### src/design/packet_receiver_with_ack_table_unit_macros.svh
// Assertion macros shared by the packet receiver RTL.
`ifndef PACKET_RECEIVER_WITH_ACK_TABLE_UNIT_MACROS_SVH
`define PACKET_RECEIVER_WITH_ACK_TABLE_UNIT_MACROS_SVH

// Same-cycle implication, sampled on clk_i, idle while rst_ni is low.
`define PRX_ASSERT_NOW(lbl, ante, cons) \
  lbl: assert property (@(posedge clk_i) disable iff (!rst_ni) (ante) |-> (cons)) \
    else $error("packet receiver: same-cycle check failed");

// Next-cycle implication, sampled on clk_i, idle while rst_ni is low.
`define PRX_ASSERT_NEXT(lbl, ante, cons) \
  lbl: assert property (@(posedge clk_i) disable iff (!rst_ni) (ante) |=> (cons)) \
    else $error("packet receiver: next-cycle check failed");

`endif

### src/design/prxack_pkg.sv
// Types, codes and constants of the packet receiver with ack table.
`default_nettype none

package prxack_pkg;

  localparam int TABLE_DEPTH = 8;
  localparam int IDX_W       = (TABLE_DEPTH > 1) ? $clog2(TABLE_DEPTH) : 1;
  localparam int CNT_W       = $clog2(TABLE_DEPTH + 1);
  localparam int CFG_IDX_W   = 8;

  // Configuration register indexes and reset values.
  localparam logic [CFG_IDX_W-1:0] CFG_ACK_REQUIRED = 8'd0;
  localparam logic [CFG_IDX_W-1:0] CFG_IS_ACK       = 8'd1;
  localparam logic [7:0] ACK_REQUIRED_RESET = 8'h01;
  localparam logic [7:0] IS_ACK_RESET       = 8'h02;

  // Byte roles beyond the parse phases.
  localparam logic [3:0] ROLE_CHECKSUM = 4'd10;
  localparam logic [3:0] ROLE_EXTRA    = 4'd11;

  typedef enum logic [3:0] {
    V_BUSY          = 4'd0,
    V_BAD_CHECKSUM  = 4'd1,
    V_ACK_CLEARED   = 4'd2,
    V_ACK_UNMATCHED = 4'd3,
    V_DELIVER_REPLY = 4'd4,
    V_DELIVER       = 4'd5,
    V_REGISTERED    = 4'd6,
    V_TABLE_FULL    = 4'd7,
    V_NO_ACK        = 4'd8,
    V_TRUNCATED     = 4'd9
  } verdict_e;

  typedef enum logic [10:0] {
    PH_VERSION  = 11'b000_0000_0001,
    PH_FLAGS    = 11'b000_0000_0010,
    PH_ID_LO    = 11'b000_0000_0100,
    PH_ID_HI    = 11'b000_0000_1000,
    PH_SRC_LEN  = 11'b000_0001_0000,
    PH_SRC_CHR  = 11'b000_0010_0000,
    PH_DST_LEN  = 11'b000_0100_0000,
    PH_DST_CHR  = 11'b000_1000_0000,
    PH_PAY_LEN  = 11'b001_0000_0000,
    PH_PAY_BYTE = 11'b010_0000_0000,
    PH_DONE     = 11'b100_0000_0000
  } phase_e;

  typedef enum logic {
    CMD_RX_BYTE = 1'b0,
    CMD_SENT    = 1'b1
  } cmd_e;

  typedef struct packed {
    logic        cmd;
    logic [7:0]  rx_byte;
    logic        frame_end;
    logic [15:0] sent_id;
    logic [7:0]  sent_flags;
  } in_t;

  typedef struct packed {
    logic [3:0]  byte_role;
    logic [7:0]  data_byte;
    logic [3:0]  verdict;
    logic [15:0] packet_id;
    logic [7:0]  packet_flags;
    logic [3:0]  pending_count;
  } out_t;

  // Role reported for a non-final byte seen in a given phase.
  function automatic logic [3:0] phase_role(input phase_e ph);
    logic [3:0] r;
    unique case (ph)
      PH_VERSION:  r = 4'd0;
      PH_FLAGS:    r = 4'd1;
      PH_ID_LO:    r = 4'd2;
      PH_ID_HI:    r = 4'd3;
      PH_SRC_LEN:  r = 4'd4;
      PH_SRC_CHR:  r = 4'd5;
      PH_DST_LEN:  r = 4'd6;
      PH_DST_CHR:  r = 4'd7;
      PH_PAY_LEN:  r = 4'd8;
      PH_PAY_BYTE: r = 4'd9;
      default:     r = ROLE_EXTRA;
    endcase
    return r;
  endfunction

  // Saturate the table occupancy to the 4-bit result field.
  function automatic logic [3:0] sat_count(input logic [CNT_W-1:0] cnt);
    logic [7:0] wide;
    wide = 8'(cnt);
    return (wide > 8'd15) ? 4'd15 : wide[3:0];
  endfunction

endpackage

`default_nettype wire

### src/design/packet_receiver_with_ack_table_unit.sv
// Top level of the packet receiver with pending-ack table.
//
// Usage:
//   Input channel (in_valid_i / in_stall_o / in_data_i) carries one
//   transaction per received frame byte (cmd = 0) or per sent packet
//   (cmd = 1). Each transaction yields exactly one result transaction on
//   the output channel (out_valid_o / out_stall_i / out_data_o).
//   Configuration writes (cfg_valid_i / cfg_ready_o, index and data) set
//   the ack-required and is-ack flag masks; cfg_ready_o is always high. The
//   user must let writes go in only while the block is idle; the block
//   itself does not enforce this.
//   Throughput: one transaction per cycle unless in_stall_o is high, set by
//   the combinational parse step and parallel compare over all table entries.
//   Stall: the output register is backed by a one-entry skid stage, so an
//   input is still taken in the cycle the receiver starts to stall;
//   in_stall_o rises only once the skid stage holds a result.
//   Reset: parser returns to the version phase, checksum and frame fields
//   clear, every table entry goes invalid and the masks take 0x01 / 0x02.
`default_nettype none

`include "packet_receiver_with_ack_table_unit_macros.svh"

module packet_receiver_with_ack_table_unit (
  input  wire logic                                clk_i,
  input  wire logic                                rst_ni,
  input  wire logic                                in_valid_i,
  output logic                                     in_stall_o,
  input  wire prxack_pkg::in_t                     in_data_i,
  output logic                                     out_valid_o,
  input  wire logic                                out_stall_i,
  output prxack_pkg::out_t                         out_data_o,
  input  wire logic                                cfg_valid_i,
  output logic                                     cfg_ready_o,
  input  wire logic [prxack_pkg::CFG_IDX_W-1:0]    cfg_index_i,
  input  wire logic [7:0]                          cfg_data_i
);

  localparam int Depth = prxack_pkg::TABLE_DEPTH;
  localparam int IdxW  = prxack_pkg::IDX_W;
  localparam int CntW  = prxack_pkg::CNT_W;

  // Configuration masks.
  logic [7:0] ack_req_q, is_ack_q;

  // Parser state.
  prxack_pkg::phase_e phase_q, phase_d;
  logic [7:0]  rem_q, rem_d;
  logic [7:0]  xor_q, xor_d;
  logic [15:0] fid_q, fid_d;
  logic [7:0]  fflags_q, fflags_d;

  // Pending-ack table.
  logic [15:0]     ids_q [Depth];
  logic [Depth-1:0] valid_q, valid_d;
  logic [CntW-1:0] cnt_q, cnt_d;
  logic            wr_en;
  logic [IdxW-1:0] wr_idx;

  // Lookup results.
  logic            free_found, match_found;
  logic [IdxW-1:0] free_idx, match_idx;

  // Output register and skid stage.
  logic             out_valid_q, skid_valid_q;
  prxack_pkg::out_t out_q, skid_q, res;

  logic in_fire, out_fire;

  assign cfg_ready_o = 1'b1;
  assign in_stall_o  = skid_valid_q;
  assign in_fire     = in_valid_i && !skid_valid_q;
  assign out_fire    = out_valid_q && !out_stall_i;
  assign out_valid_o = out_valid_q;
  assign out_data_o  = out_q;

  // Configuration decode; unknown indexes are dropped.
  always_ff @(posedge clk_i or negedge rst_ni) begin
    if (!rst_ni) begin
      ack_req_q <= prxack_pkg::ACK_REQUIRED_RESET;
      is_ack_q  <= prxack_pkg::IS_ACK_RESET;
    end else if (cfg_valid_i) begin
      unique case (cfg_index_i)
        prxack_pkg::CFG_ACK_REQUIRED: ack_req_q <= cfg_data_i;
        prxack_pkg::CFG_IS_ACK:       is_ack_q  <= cfg_data_i;
        default: ;
      endcase
    end
  end

  // Lowest free entry and lowest valid entry matching the frame id.
  always_comb begin
    free_found  = 1'b0;
    match_found = 1'b0;
    free_idx    = '0;
    match_idx   = '0;
    for (int i = Depth - 1; i >= 0; i--) begin
      if (!valid_q[i]) begin
        free_found = 1'b1;
        free_idx   = IdxW'(i);
      end
      if (valid_q[i] && (ids_q[i] == fid_q)) begin
        match_found = 1'b1;
        match_idx   = IdxW'(i);
      end
    end
  end

  // One pass per transaction: parse step, frame check, table update.
  always_comb begin
    phase_d  = phase_q;
    rem_d    = rem_q;
    xor_d    = xor_q;
    fid_d    = fid_q;
    fflags_d = fflags_q;
    valid_d  = valid_q;
    cnt_d    = cnt_q;
    wr_en    = 1'b0;
    wr_idx   = free_idx;
    res      = '0;
    res.verdict = prxack_pkg::V_BUSY;

    if (in_fire) begin
      if (in_data_i.cmd == prxack_pkg::CMD_SENT) begin
        res.packet_id    = in_data_i.sent_id;
        res.packet_flags = in_data_i.sent_flags;
        if ((in_data_i.sent_flags & ack_req_q) == 8'h00) begin
          res.verdict = prxack_pkg::V_NO_ACK;
        end else if (free_found) begin
          res.verdict       = prxack_pkg::V_REGISTERED;
          valid_d[free_idx] = 1'b1;
          wr_en             = 1'b1;
          cnt_d             = cnt_q + CntW'(1);
        end else begin
          res.verdict = prxack_pkg::V_TABLE_FULL;
        end
      end else begin
        res.data_byte = in_data_i.rx_byte;
        if (in_data_i.frame_end) begin
          res.byte_role = prxack_pkg::ROLE_CHECKSUM;
          phase_d = prxack_pkg::PH_VERSION;
          rem_d   = '0;
          xor_d   = '0;
          if (xor_q != in_data_i.rx_byte) begin
            res.verdict = prxack_pkg::V_BAD_CHECKSUM;
          end else if (phase_q != prxack_pkg::PH_DONE) begin
            res.verdict = prxack_pkg::V_TRUNCATED;
          end else begin
            res.packet_id    = fid_q;
            res.packet_flags = fflags_q;
            if ((fflags_q & is_ack_q) != 8'h00) begin
              if (match_found) begin
                res.verdict        = prxack_pkg::V_ACK_CLEARED;
                valid_d[match_idx] = 1'b0;
                cnt_d              = cnt_q - CntW'(1);
              end else begin
                res.verdict = prxack_pkg::V_ACK_UNMATCHED;
              end
            end else if ((fflags_q & ack_req_q) != 8'h00) begin
              res.verdict = prxack_pkg::V_DELIVER_REPLY;
            end else begin
              res.verdict = prxack_pkg::V_DELIVER;
            end
          end
        end else begin
          res.byte_role = prxack_pkg::phase_role(phase_q);
          xor_d = xor_q ^ in_data_i.rx_byte;
          unique case (phase_q)
            prxack_pkg::PH_VERSION: phase_d = prxack_pkg::PH_FLAGS;
            prxack_pkg::PH_FLAGS: begin
              fflags_d = in_data_i.rx_byte;
              phase_d  = prxack_pkg::PH_ID_LO;
            end
            prxack_pkg::PH_ID_LO: begin
              fid_d   = {fid_q[15:8], in_data_i.rx_byte};
              phase_d = prxack_pkg::PH_ID_HI;
            end
            prxack_pkg::PH_ID_HI: begin
              fid_d   = {in_data_i.rx_byte, fid_q[7:0]};
              phase_d = prxack_pkg::PH_SRC_LEN;
            end
            prxack_pkg::PH_SRC_LEN: begin
              rem_d   = in_data_i.rx_byte;
              phase_d = (in_data_i.rx_byte != 8'h00) ? prxack_pkg::PH_SRC_CHR
                                                      : prxack_pkg::PH_DST_LEN;
            end
            prxack_pkg::PH_DST_LEN: begin
              rem_d   = in_data_i.rx_byte;
              phase_d = (in_data_i.rx_byte != 8'h00) ? prxack_pkg::PH_DST_CHR
                                                      : prxack_pkg::PH_PAY_LEN;
            end
            prxack_pkg::PH_PAY_LEN: begin
              rem_d   = in_data_i.rx_byte;
              phase_d = (in_data_i.rx_byte != 8'h00) ? prxack_pkg::PH_PAY_BYTE
                                                      : prxack_pkg::PH_DONE;
            end
            prxack_pkg::PH_SRC_CHR: begin
              rem_d = rem_q - 8'd1;
              if (rem_d == 8'h00) phase_d = prxack_pkg::PH_DST_LEN;
            end
            prxack_pkg::PH_DST_CHR: begin
              rem_d = rem_q - 8'd1;
              if (rem_d == 8'h00) phase_d = prxack_pkg::PH_PAY_LEN;
            end
            prxack_pkg::PH_PAY_BYTE: begin
              rem_d = rem_q - 8'd1;
              if (rem_d == 8'h00) phase_d = prxack_pkg::PH_DONE;
            end
            default: phase_d = prxack_pkg::PH_DONE;
          endcase
        end
      end
    end
    res.pending_count = prxack_pkg::sat_count(cnt_d);
  end

  // Control state.
  always_ff @(posedge clk_i or negedge rst_ni) begin
    if (!rst_ni) begin
      phase_q  <= prxack_pkg::PH_VERSION;
      rem_q    <= '0;
      xor_q    <= '0;
      fid_q    <= '0;
      fflags_q <= '0;
      valid_q  <= '0;
      cnt_q    <= '0;
    end else begin
      phase_q  <= phase_d;
      rem_q    <= rem_d;
      xor_q    <= xor_d;
      fid_q    <= fid_d;
      fflags_q <= fflags_d;
      valid_q  <= valid_d;
      cnt_q    <= cnt_d;
    end
  end

  // Table ids hold until overwritten; no reset needed.
  always_ff @(posedge clk_i) begin
    if (wr_en) ids_q[wr_idx] <= in_data_i.sent_id;
  end

  // Output register with skid stage: advance when the receiver takes a
  // result or is empty, else hold and park a new result in the skid stage.
  always_ff @(posedge clk_i or negedge rst_ni) begin
    if (!rst_ni) begin
      out_valid_q  <= 1'b0;
      skid_valid_q <= 1'b0;
    end else if (out_fire || !out_valid_q) begin
      out_valid_q  <= skid_valid_q || in_fire;
      skid_valid_q <= 1'b0;
    end else if (in_fire) begin
      skid_valid_q <= 1'b1;
    end
  end

  always_ff @(posedge clk_i) begin
    if (out_fire || !out_valid_q) begin
      out_q <= skid_valid_q ? skid_q : res;
    end else if (in_fire) begin
      skid_q <= res;
    end
  end

  `PRX_ASSERT_NOW(a_skid_implies_out, skid_valid_q, out_valid_q)
  `PRX_ASSERT_NOW(a_count_matches_valid, 1'b1, $countones(valid_q) == int'(cnt_q))
  `PRX_ASSERT_NEXT(a_frame_end_resets, in_fire && !in_data_i.cmd && in_data_i.frame_end,
                   phase_q == prxack_pkg::PH_VERSION && xor_q == 8'h00)
  `PRX_ASSERT_NEXT(a_register_grows, in_fire && res.verdict == prxack_pkg::V_REGISTERED,
                   cnt_q == CntW'($past(cnt_q) + CntW'(1)))

endmodule

`default_nettype wire
### config.mk
export PLATFORM = sky130hd
export DESIGN_NAME = packet_receiver_with_ack_table_unit
export DESIGN_NICKNAME = d
export VERILOG_FILES = /design/src/design/prxack_pkg.sv /design/src/design/packet_receiver_with_ack_table_unit.sv
export VERILOG_INCLUDE_DIRS = /design/src /design/src/design
export SDC_FILE = /design/constraint.sdc
export NUM_CORES = 1
export LEC_CHECK = 0
export ABC_CLOCK_PERIOD_IN_PS = 10800
export BUFFER_PORTS_ARGS = -buffer_cell sky130_fd_sc_hd__buf_2
export CAP_MARGIN = 20
export CORE_ASPECT_RATIO = 1.2
export CORE_MARGIN = 2
export CORE_UTILIZATION = 52
export DETAILED_ROUTE_END_ITERATION = 16
export GPL_TIMING_DRIVEN = 0
export HOLD_SLACK_MARGIN = 0.12
export PLACE_DENSITY = 0.7
export SYNTH_ARGS = -nofsm -noshare
export SYNTH_HDL_FRONTEND = slang
export SYNTH_SLANG_ARGS = --single-unit
### constraint.sdc
create_clock -name clk_i -period 10.8 [get_ports clk_i]
set_clock_uncertainty 0.05 [all_clocks]
set_input_delay 0.54 -clock clk_i [delete_from_list [all_inputs] [get_ports clk_i]]
set_output_delay 0.54 -clock clk_i [all_outputs]
set_load 0.1 [all_outputs]
==> metrics.cfg <==
[run_status]
outcome=completed

[floorplanning]
rows=65
initial_core_util_pct=52.8
die_area_sq_um=28000
coreArea_sq_um=26300
die_y_microns=183
dieWidth_microns=153
pin_count=102

[timing]
tightest_slew_ns=1.03
hold_violations=0
clock.fmax_ghz=0.288
timing.final.ws_setup_ns=7.33
drv_slew=0
fin_tns_setup_ns=0
rsz0062_at_grt=false
hold_ws_ns=0.189
period_needed_ns=3.47
max_slew_margin_pct=31.3
setup_violations=0
post-route-period-util_pct=32.2

[global_routing]
grt_max_degree=68
grt_pass1_vias=9585
antenna_found_initial=0
grt_use_total_pct=25.9
grt_pass1_wl_microns=55400
grt_overflow=0

[setup_path]
crit_type=flop to flop
worstSetupStartpointType=flop
crit_slowest_cell=nor4_1
crit_fanout=10
critical-path-max-stage-delay_ns=0.61
path_buf_inv=1
cp_top_family=simple AND/OR/NAND/NOR gates
path_cells=clkbuf_1 > nor4_2 > nand3_1 > nor4_1 > nor3b_1 > o41ai_1 > and3_1 > o31ai_1
worstPathRequired_ns=11.06
crit_path_end_kind=flop
arrival_ns=3.73

[layout]
diodes=0
mostFrequentLayoutCell=edfxtp_1
mostFrequentLayoutCells=edfxtp_1 (216), xnor2_1 (112), buf_2 (101)
final_core_util_pct=60.2
syn_to_final_growth_pct=14.1
drive_gt1_share_pct=18.7
final_cells=1580
fin_nets=1280

[routing]
drc=0
post_drt_via_cell_ratio=6.03
first_pass_iters=5
via_count=9528
wl_microns=36400
avgRoutedWirePerCell_microns=23.0
drt_iter0_drc=840
ant_nets=0

[synth]
syn_area_sq_um=13900
synth_top_cell_area_share_pct=46.8
synthArstFlopShare_pct=27.3
ys_types=79
synth_area_leaders=edfxtp_1 (47%), dfrtp_1 (14%), xnor2_1 (7.1%)
yosysWarnings=0
ys_seq_elements=297
synthCells=1087
synth_fp_nets=1146
synth.avg_cell_area_sq_um=12.8
synth_area_leader_cell=edfxtp_1
ys_seq_area_share_pct=61.4
yosys_most_used_dff=edfxtp_1
synth-edff-count=216

[clock_network]
cts_max_path_buffers=3
cts_resized=0
cts.htree.levels=1
cts_tree=yes
clkTransAtPathRegs_ns=0.06
clock_sinks=297
cts-root-buf=clkbuf_16
cts_buffers=30
clkLatencyLatePin_ns=0.55

[placement]
dp_slack_ns=7.22
dp.cells=1523
gp_congestion=0.896
portBuffers=91
dp_hpwl_microns=24600

[flow_run]
maxCapViolations=0

[min_path]
hp-class=primary input to flop

[pwr]
p_per_area_nw_per_um2=176
p_leak_nw=6.00
ir_drop_uv=129

-- final timing paths --
check	cells past startpoint	start	slack [ns]	endpoint
worst max-delay path	8	phase_q[0]	7.33	out_data_o[0]
worst min-delay path	2	cfg_data_i[6]	0.19	ack_req_q[6]
worst max register to register	8	phase_q[0]	7.33	out_data_o[0]
worst min register to register	1	xor_q[1]	0.46	xor_q[1]
max in group asynchronous	3	rst_ni	9.70	phase_q[0]
min in group asynchronous	2	rst_ni	0.34	ack_req_q[5]
-- Yosys cell counts (3+ instances only) --
| cell | number |
|---|---|
| dfstp_2 | 3 |
| or4_1 | 11 |
| inv_1 | 14 |
| nor4_1 | 11 |
| and4_1 | 5 |
| a22oi_1 | 39 |
| nand4_1 | 44 |
| o21ai_0 | 32 |
| nor2_1 | 76 |
| nor3_1 | 18 |
| o41ai_1 | 6 |
| buf_4 | 3 |
| nor3b_1 | 10 |
| buf_6 | 8 |
| nor4b_1 | 4 |
| mux2i_1 | 3 |
| nor2b_1 | 5 |
| or4b_1 | 5 |
| nand2b_1 | 12 |
| o21a_1 | 3 |
| nand3_1 | 25 |
| and2_1 | 4 |
| a31oi_1 | 5 |
| dfrtp_1 | 78 |
| xnor2_1 | 112 |
| o31ai_1 | 9 |
| nand2_1 | 63 |
| a21o_1 | 38 |
| and3_1 | 12 |
| ha_1 | 4 |
| a21oi_1 | 25 |
| o211ai_1 | 8 |
| or3_1 | 3 |
| buf_2 | 11 |
| edfxtp_1 | 216 |
| buf_1 | 3 |
| clkbuf_1 | 33 |
| nor4bb_1 | 3 |
| o22ai_2 | 3 |
| xor2_1 | 29 |
| mux2_2 | 41 |
-- worst register-to-register path: stages (launching register included) --
cell      delay, ns
dfstp_2        0.36
clkbuf_1       0.21
nor4_2         0.43
nand3_1        0.27
nor4_1         0.61
nor3b_1        0.52
o41ai_1        0.19
and3_1         0.24
o31ai_1        0.36
-- metal layers --
metal / part of all wire, % / up-vias / GRT usage (%)
li1: - / 4343 / -
met1: 40 / 4726 / 33.1
met2: 49 / 367 / 44.5
met3: 6.4 / 92 / 3.76
met4: 4.1 / 0 / 10.9
met5: 0 / - / 0
-- cell type report --
cell class | instances | area, sq um
Sequential cell | 297 | 8520
Fill cell | 2102 | 10400
Buffer | 60 | 318
Timing Repair Buffer | 102 | 603
Inverter | 14 | 52.6
Clock buffer | 41 | 833
Tap cell | 335 | 419
Clock inverter | 15 | 72.6
Multi-Input combinational cell | 716 | 5010
-- sequential cells by signal, summed over array words and instances (netlist names) --
name and count:
rem_q 8, fflags_q 8, ids_q 128, xor_q 8
fid_q 16, out_data_o 44, out_valid_o 1, valid_q 8
skid_q 44, phase_q 11, in_stall_o 1, cnt_q 4
is_ack_q 8, ack_req_q 8
-- timing repair --
action	in CTS	in global routing
endpoints found under the hold margin	14	0
hold buffers	1	0
buffers inserted	0	0
-- report_power, final --
group	internal, mW	leakage (nW)	total (mW)	switching [mW]
clock	0.537	0.453	0.961	0.424
sequential	1.30	3.08	1.35	0.0504
combinational	0.128	2.47	0.473	0.345
total	1.97	6.00	2.79	0.819
-- through the flow --
step / cell area [sq um] / power, mW
after floorplan: 13900 / 1.71
after global placement: 14700 / 1.83
after detailed placement: 14900 / 1.84
after CTS: 15800 / 2.80
after global routing: 15800 / 2.88
final: 15800 / 2.79
-- cells by family after synthesis --
logic type	Yosys count	synth area share, %
AO/OA/AOI/OAI	197	10.1
XOR/XNOR	142	9.03
adder cells (fa/ha/maj)	4	0.361
buffers and inverters	74	2.67
flip-flops	297	61.4
multiplexers	44	3.55
other	1	0.0270
AND/OR/NAND/NOR	328	12.9
Power figures use the tool's default switching activity.
